<file path="config.mk">
export PLATFORM = sky130hd
export DESIGN_NAME = backtick_quoted_string_parser
export DESIGN_NICKNAME = d
export VERILOG_FILES = /design/src/rtl/bqsp_pkg.sv /design/src/rtl/bqsp_front.sv /design/src/rtl/bqsp_queue.sv /design/src/rtl/bqsp_back.sv /design/src/rtl/backtick_quoted_string_parser.sv
export SDC_FILE = /design/constraint.sdc
export NUM_CORES = 1
export LEC_CHECK = 0
export ABC_CLOCK_PERIOD_IN_PS = 3500
export BUFFER_PORTS_ARGS = -buffer_cell sky130_fd_sc_hd__buf_2
export CORE_MARGIN = 2
export CORE_UTILIZATION = 40
export DETAILED_ROUTE_END_ITERATION = 7
export PLACE_DENSITY_LB_ADDON = 0.05
export SYNTH_ARGS = -nofsm -noshare
export SYNTH_HDL_FRONTEND = slang
export SYNTH_HIERARCHICAL = 1
export SYNTH_SLANG_ARGS = --single-unit
export TNS_END_PERCENT = 30
</file>
<file path="constraint.sdc">
create_clock -name clk -period 3.5 [get_ports clk]
set_clock_uncertainty 0.05 [all_clocks]
set_input_delay 0 -clock clk [delete_from_list [all_inputs] [get_ports clk]]
set_output_delay 0 -clock clk [all_outputs]
set_load 0.01 [all_outputs]
</file>
<file path="src/rtl/bqsp_pkg.sv">
// shared types, constants and the escape table for the backtick quoted string parser
// no dependencies; used by every module in rtl/
package bqsp_pkg;

    localparam int QDEPTH = 4;
    localparam int QAW    = $clog2(QDEPTH);
    localparam int QCW    = $clog2(QDEPTH + 1);

    localparam logic [7:0] CH_QUOTE    = 8'h22;
    localparam logic [7:0] CH_BACKTICK = 8'h60;

    typedef struct packed {
        logic [7:0] in_byte;
        logic       is_last;
    } item_t;

    typedef struct packed {
        logic       has_byte;
        logic [7:0] out_byte;
        logic       is_end;
        logic       accepted;
    } result_t;

    typedef enum logic [1:0] {
        CLS_OTHER,
        CLS_QUOTE,
        CLS_BACKTICK
    } byte_class_t;

    // classified byte handed from the front to the back
    typedef struct packed {
        logic [7:0]  raw_byte;
        logic        is_last;
        byte_class_t cls;
        logic        esc_ok;
        logic [7:0]  esc_byte;
    } token_t;

    typedef enum logic [2:0] {
        PH_OPEN,
        PH_BODY,
        PH_ESC,
        PH_CLOSED,
        PH_FAIL
    } phase_t;

    typedef struct packed {
        logic ok;
        logic [7:0] value;
    } esc_map_t;

    function automatic esc_map_t unescape(input logic [7:0] c);
        esc_map_t m;
        m.ok    = 1'b1;
        m.value = 8'h00;
        case (c)
            8'h22:   m.value = 8'h22;
            8'h60:   m.value = 8'h60;
            8'h28:   m.value = 8'h7B;
            8'h29:   m.value = 8'h7D;
            8'h2E:   m.value = 8'h2C;
            8'h3A:   m.value = 8'h3B;
            8'h2F:   m.value = 8'h5C;
            default: m.ok    = 1'b0;
        endcase
        return m;
    endfunction

endpackage

</file>
<file path="src/rtl/bqsp_front.sv">
// front end: takes input words and classifies each byte for the parser back end
// depends on bqsp_pkg
module bqsp_front
    import bqsp_pkg::*;
(
    input  logic   item_valid,
    output logic   item_stall,
    input  item_t  item,
    output logic   push,
    output token_t push_tok,
    input  logic   q_full
);

    esc_map_t esc;

    always_comb
    begin
        esc = unescape(item.in_byte);
        push_tok.raw_byte = item.in_byte;
        push_tok.is_last  = item.is_last;
        push_tok.esc_ok   = esc.ok;
        push_tok.esc_byte = esc.value;
        if (item.in_byte == CH_QUOTE)
        begin
            push_tok.cls = CLS_QUOTE;
        end
        else if (item.in_byte == CH_BACKTICK)
        begin
            push_tok.cls = CLS_BACKTICK;
        end
        else
        begin
            push_tok.cls = CLS_OTHER;
        end
    end

    assign item_stall = q_full;
    assign push       = item_valid && !q_full;

endmodule

</file>
<file path="src/rtl/bqsp_queue.sv">
// small token queue between the front and back ends
// depends on bqsp_pkg
module bqsp_queue
    import bqsp_pkg::*;
(
    input  logic   clk,
    input  logic   rst_n,
    input  logic   push,
    input  token_t push_tok,
    input  logic   pop,
    output logic   q_valid,
    output logic   q_full,
    output token_t head_tok
);

    token_t         mem_reg [QDEPTH];
    logic [QAW-1:0] wr_ptr_reg, wr_ptr_next;
    logic [QAW-1:0] rd_ptr_reg, rd_ptr_next;
    logic [QCW-1:0] count_reg, count_next;

    always_comb
    begin
        wr_ptr_next = wr_ptr_reg;
        rd_ptr_next = rd_ptr_reg;
        count_next  = count_reg;
        if (push)
        begin
            wr_ptr_next = wr_ptr_reg + 1'b1;
        end
        if (pop)
        begin
            rd_ptr_next = rd_ptr_reg + 1'b1;
        end
        if (push && !pop)
        begin
            count_next = count_reg + 1'b1;
        end
        else if (pop && !push)
        begin
            count_next = count_reg - 1'b1;
        end
    end

    always_ff @(posedge clk or negedge rst_n)
    begin
        if (!rst_n)
        begin
            wr_ptr_reg <= '0;
            rd_ptr_reg <= '0;
            count_reg  <= '0;
        end
        else
        begin
            wr_ptr_reg <= wr_ptr_next;
            rd_ptr_reg <= rd_ptr_next;
            count_reg  <= count_next;
        end
    end

    always_ff @(posedge clk)
    begin
        if (push)
        begin
            mem_reg[wr_ptr_reg] <= push_tok;
        end
    end

    assign q_valid  = (count_reg != '0);
    assign q_full   = (count_reg == QCW'(QDEPTH));
    assign head_tok = mem_reg[rd_ptr_reg];

endmodule

</file>
<file path="src/rtl/bqsp_back.sv">
// back end: phase state machine over classified tokens and the output register
// depends on bqsp_pkg
module bqsp_back
    import bqsp_pkg::*;
(
    input  logic    clk,
    input  logic    rst_n,
    input  logic    q_valid,
    input  token_t  head_tok,
    output logic    pop,
    output logic    result_valid,
    input  logic    result_stall,
    output result_t result
);

    phase_t  phase_reg, phase_next;
    logic    out_valid_reg, out_valid_next;
    result_t out_reg, out_next;
    phase_t  parsed;
    logic    emit;
    logic [7:0] ob;
    logic    can_load;

    assign can_load = !out_valid_reg || !result_stall;
    assign pop      = q_valid && can_load;

    always_comb
    begin
        emit   = 1'b0;
        ob     = 8'h00;
        parsed = PH_FAIL;
        case (phase_reg)
            PH_OPEN:
            begin
                parsed = (head_tok.cls == CLS_QUOTE) ? PH_BODY : PH_FAIL;
            end
            PH_BODY:
            begin
                if (head_tok.cls == CLS_QUOTE)
                begin
                    parsed = PH_CLOSED;
                end
                else if (head_tok.cls == CLS_BACKTICK)
                begin
                    parsed = PH_ESC;
                end
                else
                begin
                    parsed = PH_BODY;
                    emit   = 1'b1;
                    ob     = head_tok.raw_byte;
                end
            end
            PH_ESC:
            begin
                if (head_tok.esc_ok)
                begin
                    parsed = PH_BODY;
                    emit   = 1'b1;
                    ob     = head_tok.esc_byte;
                end
            end
            default:
            begin
                parsed = PH_FAIL;
            end
        endcase

        phase_next     = phase_reg;
        out_next       = out_reg;
        out_valid_next = out_valid_reg;
        if (!result_stall)
        begin
            out_valid_next = 1'b0;
        end
        if (pop)
        begin
            // last byte closes the string and rearms for the next one
            phase_next         = head_tok.is_last ? PH_OPEN : parsed;
            out_valid_next     = emit || head_tok.is_last;
            out_next.has_byte  = emit;
            out_next.out_byte  = ob;
            out_next.is_end    = head_tok.is_last;
            out_next.accepted  = head_tok.is_last && (parsed == PH_CLOSED);
        end
    end

    always_ff @(posedge clk or negedge rst_n)
    begin
        if (!rst_n)
        begin
            phase_reg     <= PH_OPEN;
            out_valid_reg <= 1'b0;
        end
        else
        begin
            phase_reg     <= phase_next;
            out_valid_reg <= out_valid_next;
        end
    end

    always_ff @(posedge clk)
    begin
        out_reg <= out_next;
    end

    assign result_valid = out_valid_reg;
    assign result       = out_reg;

endmodule

</file>
<file path="src/rtl/backtick_quoted_string_parser.sv">
// top level of the backtick quoted string parser: front end, token queue, back end
// depends on bqsp_pkg, bqsp_front, bqsp_queue and bqsp_back
//
// usage:
// - item channel (item_valid, item_stall, item) carries one byte of a string per word,
//   with is_last set on the final byte of each string
// - result channel (result_valid, result_stall, result) gives one word per body byte
//   emitted, plus one end word (is_end set) per string with the accept verdict;
//   a plain body byte on the last input rides on the end word
// - emitted bytes are tentative until the end word says accepted
// - throughput is one byte per cycle while result_stall is low, set by the phase update
//   in the back end; an accepted input word is registered in the four-entry token queue,
//   then in the output register, before its result word appears
// - when result_stall is high the output word holds; the queue absorbs up to four more
//   bytes before item_stall rises
// - reset empties the queue, drops any pending result and rearms the parser for
//   an opening quote
module backtick_quoted_string_parser
    import bqsp_pkg::*;
(
    input  logic    clk,
    input  logic    rst_n,
    input  logic    item_valid,
    output logic    item_stall,
    input  item_t   item,
    output logic    result_valid,
    input  logic    result_stall,
    output result_t result
);

    logic   push;
    logic   pop;
    logic   q_valid;
    logic   q_full;
    token_t push_tok;
    token_t head_tok;

    bqsp_front u_front (
        .item_valid (item_valid),
        .item_stall (item_stall),
        .item       (item),
        .push       (push),
        .push_tok   (push_tok),
        .q_full     (q_full)
    );

    bqsp_queue u_queue (
        .clk      (clk),
        .rst_n    (rst_n),
        .push     (push),
        .push_tok (push_tok),
        .pop      (pop),
        .q_valid  (q_valid),
        .q_full   (q_full),
        .head_tok (head_tok)
    );

    bqsp_back u_back (
        .clk          (clk),
        .rst_n        (rst_n),
        .q_valid      (q_valid),
        .head_tok     (head_tok),
        .pop          (pop),
        .result_valid (result_valid),
        .result_stall (result_stall),
        .result       (result)
    );

endmodule

</file>
## Yosys cells after proc, flatten, opt, wreduce, memory -nomap -nowiden

Memories as Yosys holds them, arrays and structs flattened.
Index checks and enable logic that the tools add are counted.

- Logic and storage cells: 68
- Input bits: 13
- Register bits after elaboration: 22
- Memory bits (writable): 76
- Memories kept: 1

- Reductions and logical operators: 16
- Muxes and demuxes: 24
- Add/sub/neg operators: 4
- Equal/unequal tests: 14

Memory list:

| name | depth | bits a word | rd ports | clocked after Yosys merged registers in | wr ports | RTL line | RTL |
|---|---|---|---|---|---|---|---|
| u_queue.mem_reg | 4 | 19 | 1 | 0 | 1 | bqsp_queue.sv:16 | `token_t mem_reg [QDEPTH];` |

Operator list:

| kind | number |
|---|---|
| case mux 7 bit (7 select lines) | 1 |
| equality test 8 x 6 -> 1 bit (second input constant) | 6 |
| two-way mux 8 bit | 3 |
| two-way mux 3 bit | 6 |
| case mux 8 bit (2 select lines) | 1 |
| case mux 3 bit (3 select lines) | 1 |
| equality test 8 x 7 -> 1 bit (second input constant) | 1 |
| two-way mux 1 bit | 8 |
| OR reduction 7 bit | 1 |
| equality test 3 x 2 -> 1 bit (second input constant) | 2 |
| two-way mux 2 bit | 3 |
| logical AND 1 bit | 5 |
| zero test 1 bit | 5 |
| adder 2 x 1 -> 2 bit (second input constant) | 2 |
| adder 3 x 1 -> 3 bit (second input constant) | 1 |
| equality test 3 x 1 -> 1 bit (second input constant) | 1 |
| equality test 3 bit (second input constant) | 1 |
| zero test 3 bit | 1 |
| nonzero test 3 bit | 1 |
| subtractor 3 x 1 -> 3 bit (second input constant) | 1 |
| equality test 2 x 1 -> 1 bit (second input constant) | 1 |
| equality test 2 bit (second input constant) | 1 |
| logical OR 1 bit | 2 |
| inequality test 2 x 1 -> 1 bit (second input constant) | 1 |
| 2 further kinds | 2 |

## Longest topological paths before layout

- Depth after elaboration: 7
- Gate-level depth with buffers: 10
- Mapped depth without buffers: 10

## Modules after synthesis

The synthesis kept the hierarchy.

By module, submodules not included:

| module | instances | area each (µm²) | cells an instance |
|---|---|---|---|
| bqsp_queue | 1 | 3284.4 | 138 |
| bqsp_back | 1 | 706.9 | 53 |
| bqsp_front | 1 | 399.1 | 55 |

## Least setup slack after synthesis

No wires, ideal clock.

- Path kind: register to register
- From: register u_queue.count_reg[0]
- To: register u_queue.count_reg[2]
- Arrival time: 2.294 ns
- Stages on the path, launching flop included: 11
- Data required time: 3.371 ns
- Setup slack: 1.077 ns
- Cells stage by stage: dfrtp_1 -> or3_1 -> a21bo_2 -> inv_1 -> inv_1 -> ha_1 -> inv_1 -> fa_1 -> xor2_1 -> nor2_1 -> xor2_1

RTL lines:

| element | RTL line | RTL |
|---|---|---|
| start, declared | bqsp_queue.sv:19 | `logic [QCW-1:0] count_reg, count_next;` |
| start signal, assigned | bqsp_queue.sv:56 | `count_reg <= count_next;` |
| nonzero test 3 bit * | bqsp_queue.sv:68 | `assign q_valid = (count_reg != '0);` |
| named net q_valid | backtick_quoted_string_parser.sv:33 | `logic q_valid;` |
| logical AND 1 bit * | bqsp_back.sv:25 | `assign pop = q_valid && can_load;` |
| named net pop | backtick_quoted_string_parser.sv:32 | `logic pop;` |
| zero test 1 bit | bqsp_queue.sv:34 | `if (push && !pop)` |
| logical AND 1 bit | bqsp_queue.sv:34 |  |
| two-way mux 3 bit / nonzero test 2 bit (equally long branches) | n/a |  |

The timed path passes the listed nets; every way through them passes the cells marked *. The select of a mux whose other input is x is not followed.
A chain may end at the register's enable or synchronous reset.

## Final worst setup path

Ends and elaborated chain as after synthesis.

==> flow_summary.toml <==
[yosys]
ys_types = 43
syn_inst = 246
synth_seq_cells = 102
syn_area_um2 = 4390
yosysSeqAreaShare_pct = 68.5
synth_area_leaders = "edfxtp_1 (62%), mux4_2 (9.2%), dfrtp_1 (6.3%)"
synth_warnings = 6
avgSynthCellArea_um2 = 17.8
yosysTopAreaCell = "edfxtp_1"
synthesis.nets = 267
synth_top_area_share_pct = 62.2

[final_layout]
layout_common_cells = "edfxtp_1 (91), buf_2 (25), mux4_2 (18)"
num_antenna_cells = 0
largest_reg_flops = 80
final_nets = 303
area_growth_pct = 11.5
fill_cells = 966
layout-drive-gt1-share_pct = 25.8
final_common_cell = "edfxtp_1"
stdcell_area_um2 = 4890

[cts]
path_clk_slew_ns = 0.10
cts_buffer_depth = 2
clockRootBuffer = "clkbuf_8"
clock-sinks = 102
cts.repair.resized = 0
cts_htree_levels = 3
cts_buffers = 9
clk-insertion-delay-late_ns = 0.35
cts_tree = "built"

[grt]
antenna_found_initial = 0
grt_max_degree = 21
grt.overflow.total = 0
grtUsageTotal_pct = 15.2
grt_pass1_vias = 2205
met3_usage_pct = 3.89
grt_first_pass_wirelength_um = 12900
grt_use_met1_pct = 21.5
grt.busiest_layer = "met2"
grt_util_met2_pct = 23.6

[routing]
detail_route.vias_per_cell = 5.10
post-route-drc-count = 0
finalWirelength_um = 8150
wl_per_cell_um = 19.1
drt.antenna.violating_nets = 0
via_count = 2179
drt_iter0_drc = 78
firstDrtPassIters = 4

[timing]
setup_viol = 0
fin_ws_ns = 0.792
relSlewSlack_pct = 45.4
tightest_slew_ns = 0.816
hold_viol = 0
post-route-period-util_pct = 77.4
timing.fmax_mhz = 369
rsz0062_at_grt = "false"
period_minus_slack_ns = 2.71
drv_slew = 0
whs_ns = 0.0741
tns_ns = 0

[worst_hold_path]
min-delay-start = "item_valid"
hold_path.class = "input port to flop"

[power]
finalPower_mw = 3.43
power_leakage_nw = 1.75
max-vdd-ir-drop_mv = 0.290
power_per_cell_area_nw_per_um2 = 700

[job]
maxCapViolCount = 0

[setup_path]
crit_fanout = 17
critical_path_class = "flop to flop"
crit_required_ns = 3.73
cp-startpoint = "u_queue/count_reg[0]"
startpoint_type = "flop"
r2r-start = "u_queue/count_reg[0]"
end_kind = "flop"
worstPathArrival_ns = 2.94

[floorplanning]
core_area_um2 = 10800
die_x_um = 109
rows = 38
io_pins = 26
dieArea_um2 = 11800
start_util_pct = 40.7
die-height_um = 109

[run_status]
outcome = "completed"

[placement]
hpwlAfterDp_um = 5120
place_area_um2 = 4600
pre_cts_slack_ns = 0.761
gp_congestion = 0.712
port-buffer-count = 25
## cell type report
cell class	instances	area (µm²)	area share [%]
flip-flops and latches	102	3010	61.5
repair buffers	44	298	6.08
clock inverters	4	32.5	0.665
multi-input cells	116	1200	24.6
clock buffers	12	145	2.97
well taps	140	175	3.58
inverters	9	33.8	0.690
## repair_timing
| action | CTS | global route |
|---|---|---|
| hold buffers | 12 | 0 |
| setup buffers | 0 | 0 |
| endpoints found under the hold margin | 49 | 0 |
## cell families after synthesis
family / after synthesis / share of synthesized area [%]
other cells: 1 / 0.0854
fa+ha+maj: 8 / 2.45
mux: 22 / 10.9
simple gates: 42 / 6.90
compound gates: 33 / 5.02
buf+inv: 28 / 4.10
flops: 102 / 68.5
xor+xnor: 10 / 1.99
## critical path: stages, from the launching register on
cell and delay, ns:
dfrtp_1 0.44, or3_1 0.41, a21bo_2 0.24, inv_1 0.31
inv_1 0.14, ha_1 0.18, inv_1 0.06, fa_1 0.37
xor2_1 0.17, nor2_1 0.11, xor2_1 0.14
## path summary, 6_finish.rpt
path	cells after the start	slack, ns	to
worst max-delay path	10	0.79	u_queue/count_reg[2]
worst min-delay path	4	0.07	u_queue/wr_ptr_reg[1]
worst max register to register	10	0.79	u_queue/count_reg[2]
worst min register to register	1	0.44	u_queue/count_reg[2]
max in group asynchronous	3	2.36	u_back/phase_reg[0]
min in group asynchronous	3	0.66	u_queue/wr_ptr_reg[1]
## metrics by stage
| step | utilization [%] | instances |
|---|---|---|
| final | 45.4 | 427 |
| after global routing | 45.4 | 427 |
| after CTS | 45.4 | 427 |
| after detailed placement | 42.6 | 399 |
| after global placement | 42.6 | 399 |
| after floorplan | - | 246 |
## power breakdown
part	leakage, nW	internal, mW	switching (mW)
sequential	1.04	1.62	0.129
combinational	0.625	0.452	0.551
clock	0.0828	0.282	0.397
total	1.75	2.35	1.08
## per-layer routing
layer  wire, µm  vias up
li1           -     1023
met1       3820     1117
met2       4000       34
met3        270        5
met4         62        0
met5          0        -
## synth_stat cells
master     instances
and4b_1            1
mux4_1             2
dfrtp_1           11
a21bo_2            1
or3_1              2
a211oi_1           1
nand3b_1           2
a21oi_1           10
and3b_1            1
or2_4              1
a31oi_1            1
a21o_1             1
nand3_1            2
or3b_4             1
nor3_2             1
ha_1               7
nor4b_1            1
a22o_1             8
nand4bb_4          1
buf_2              3
xnor2_1            5
xor2_1             5
inv_1              9
o21ai_1            3
mux4_2            18
o21bai_1           1
o41ai_1            1
nor4_2             1
nor2b_1            4
o21ai_0            3
nor2_1             5
mux2_2             2
nor3b_1            5
nor3_4             1
fa_1               1
edfxtp_1          91
nor4b_2            1
buf_4             13
nand2_1            8
o211ai_1           3
buf_6              3
and2_1             4
conb_1             1
No activity file was read; power rests on OpenSTA's default activity.
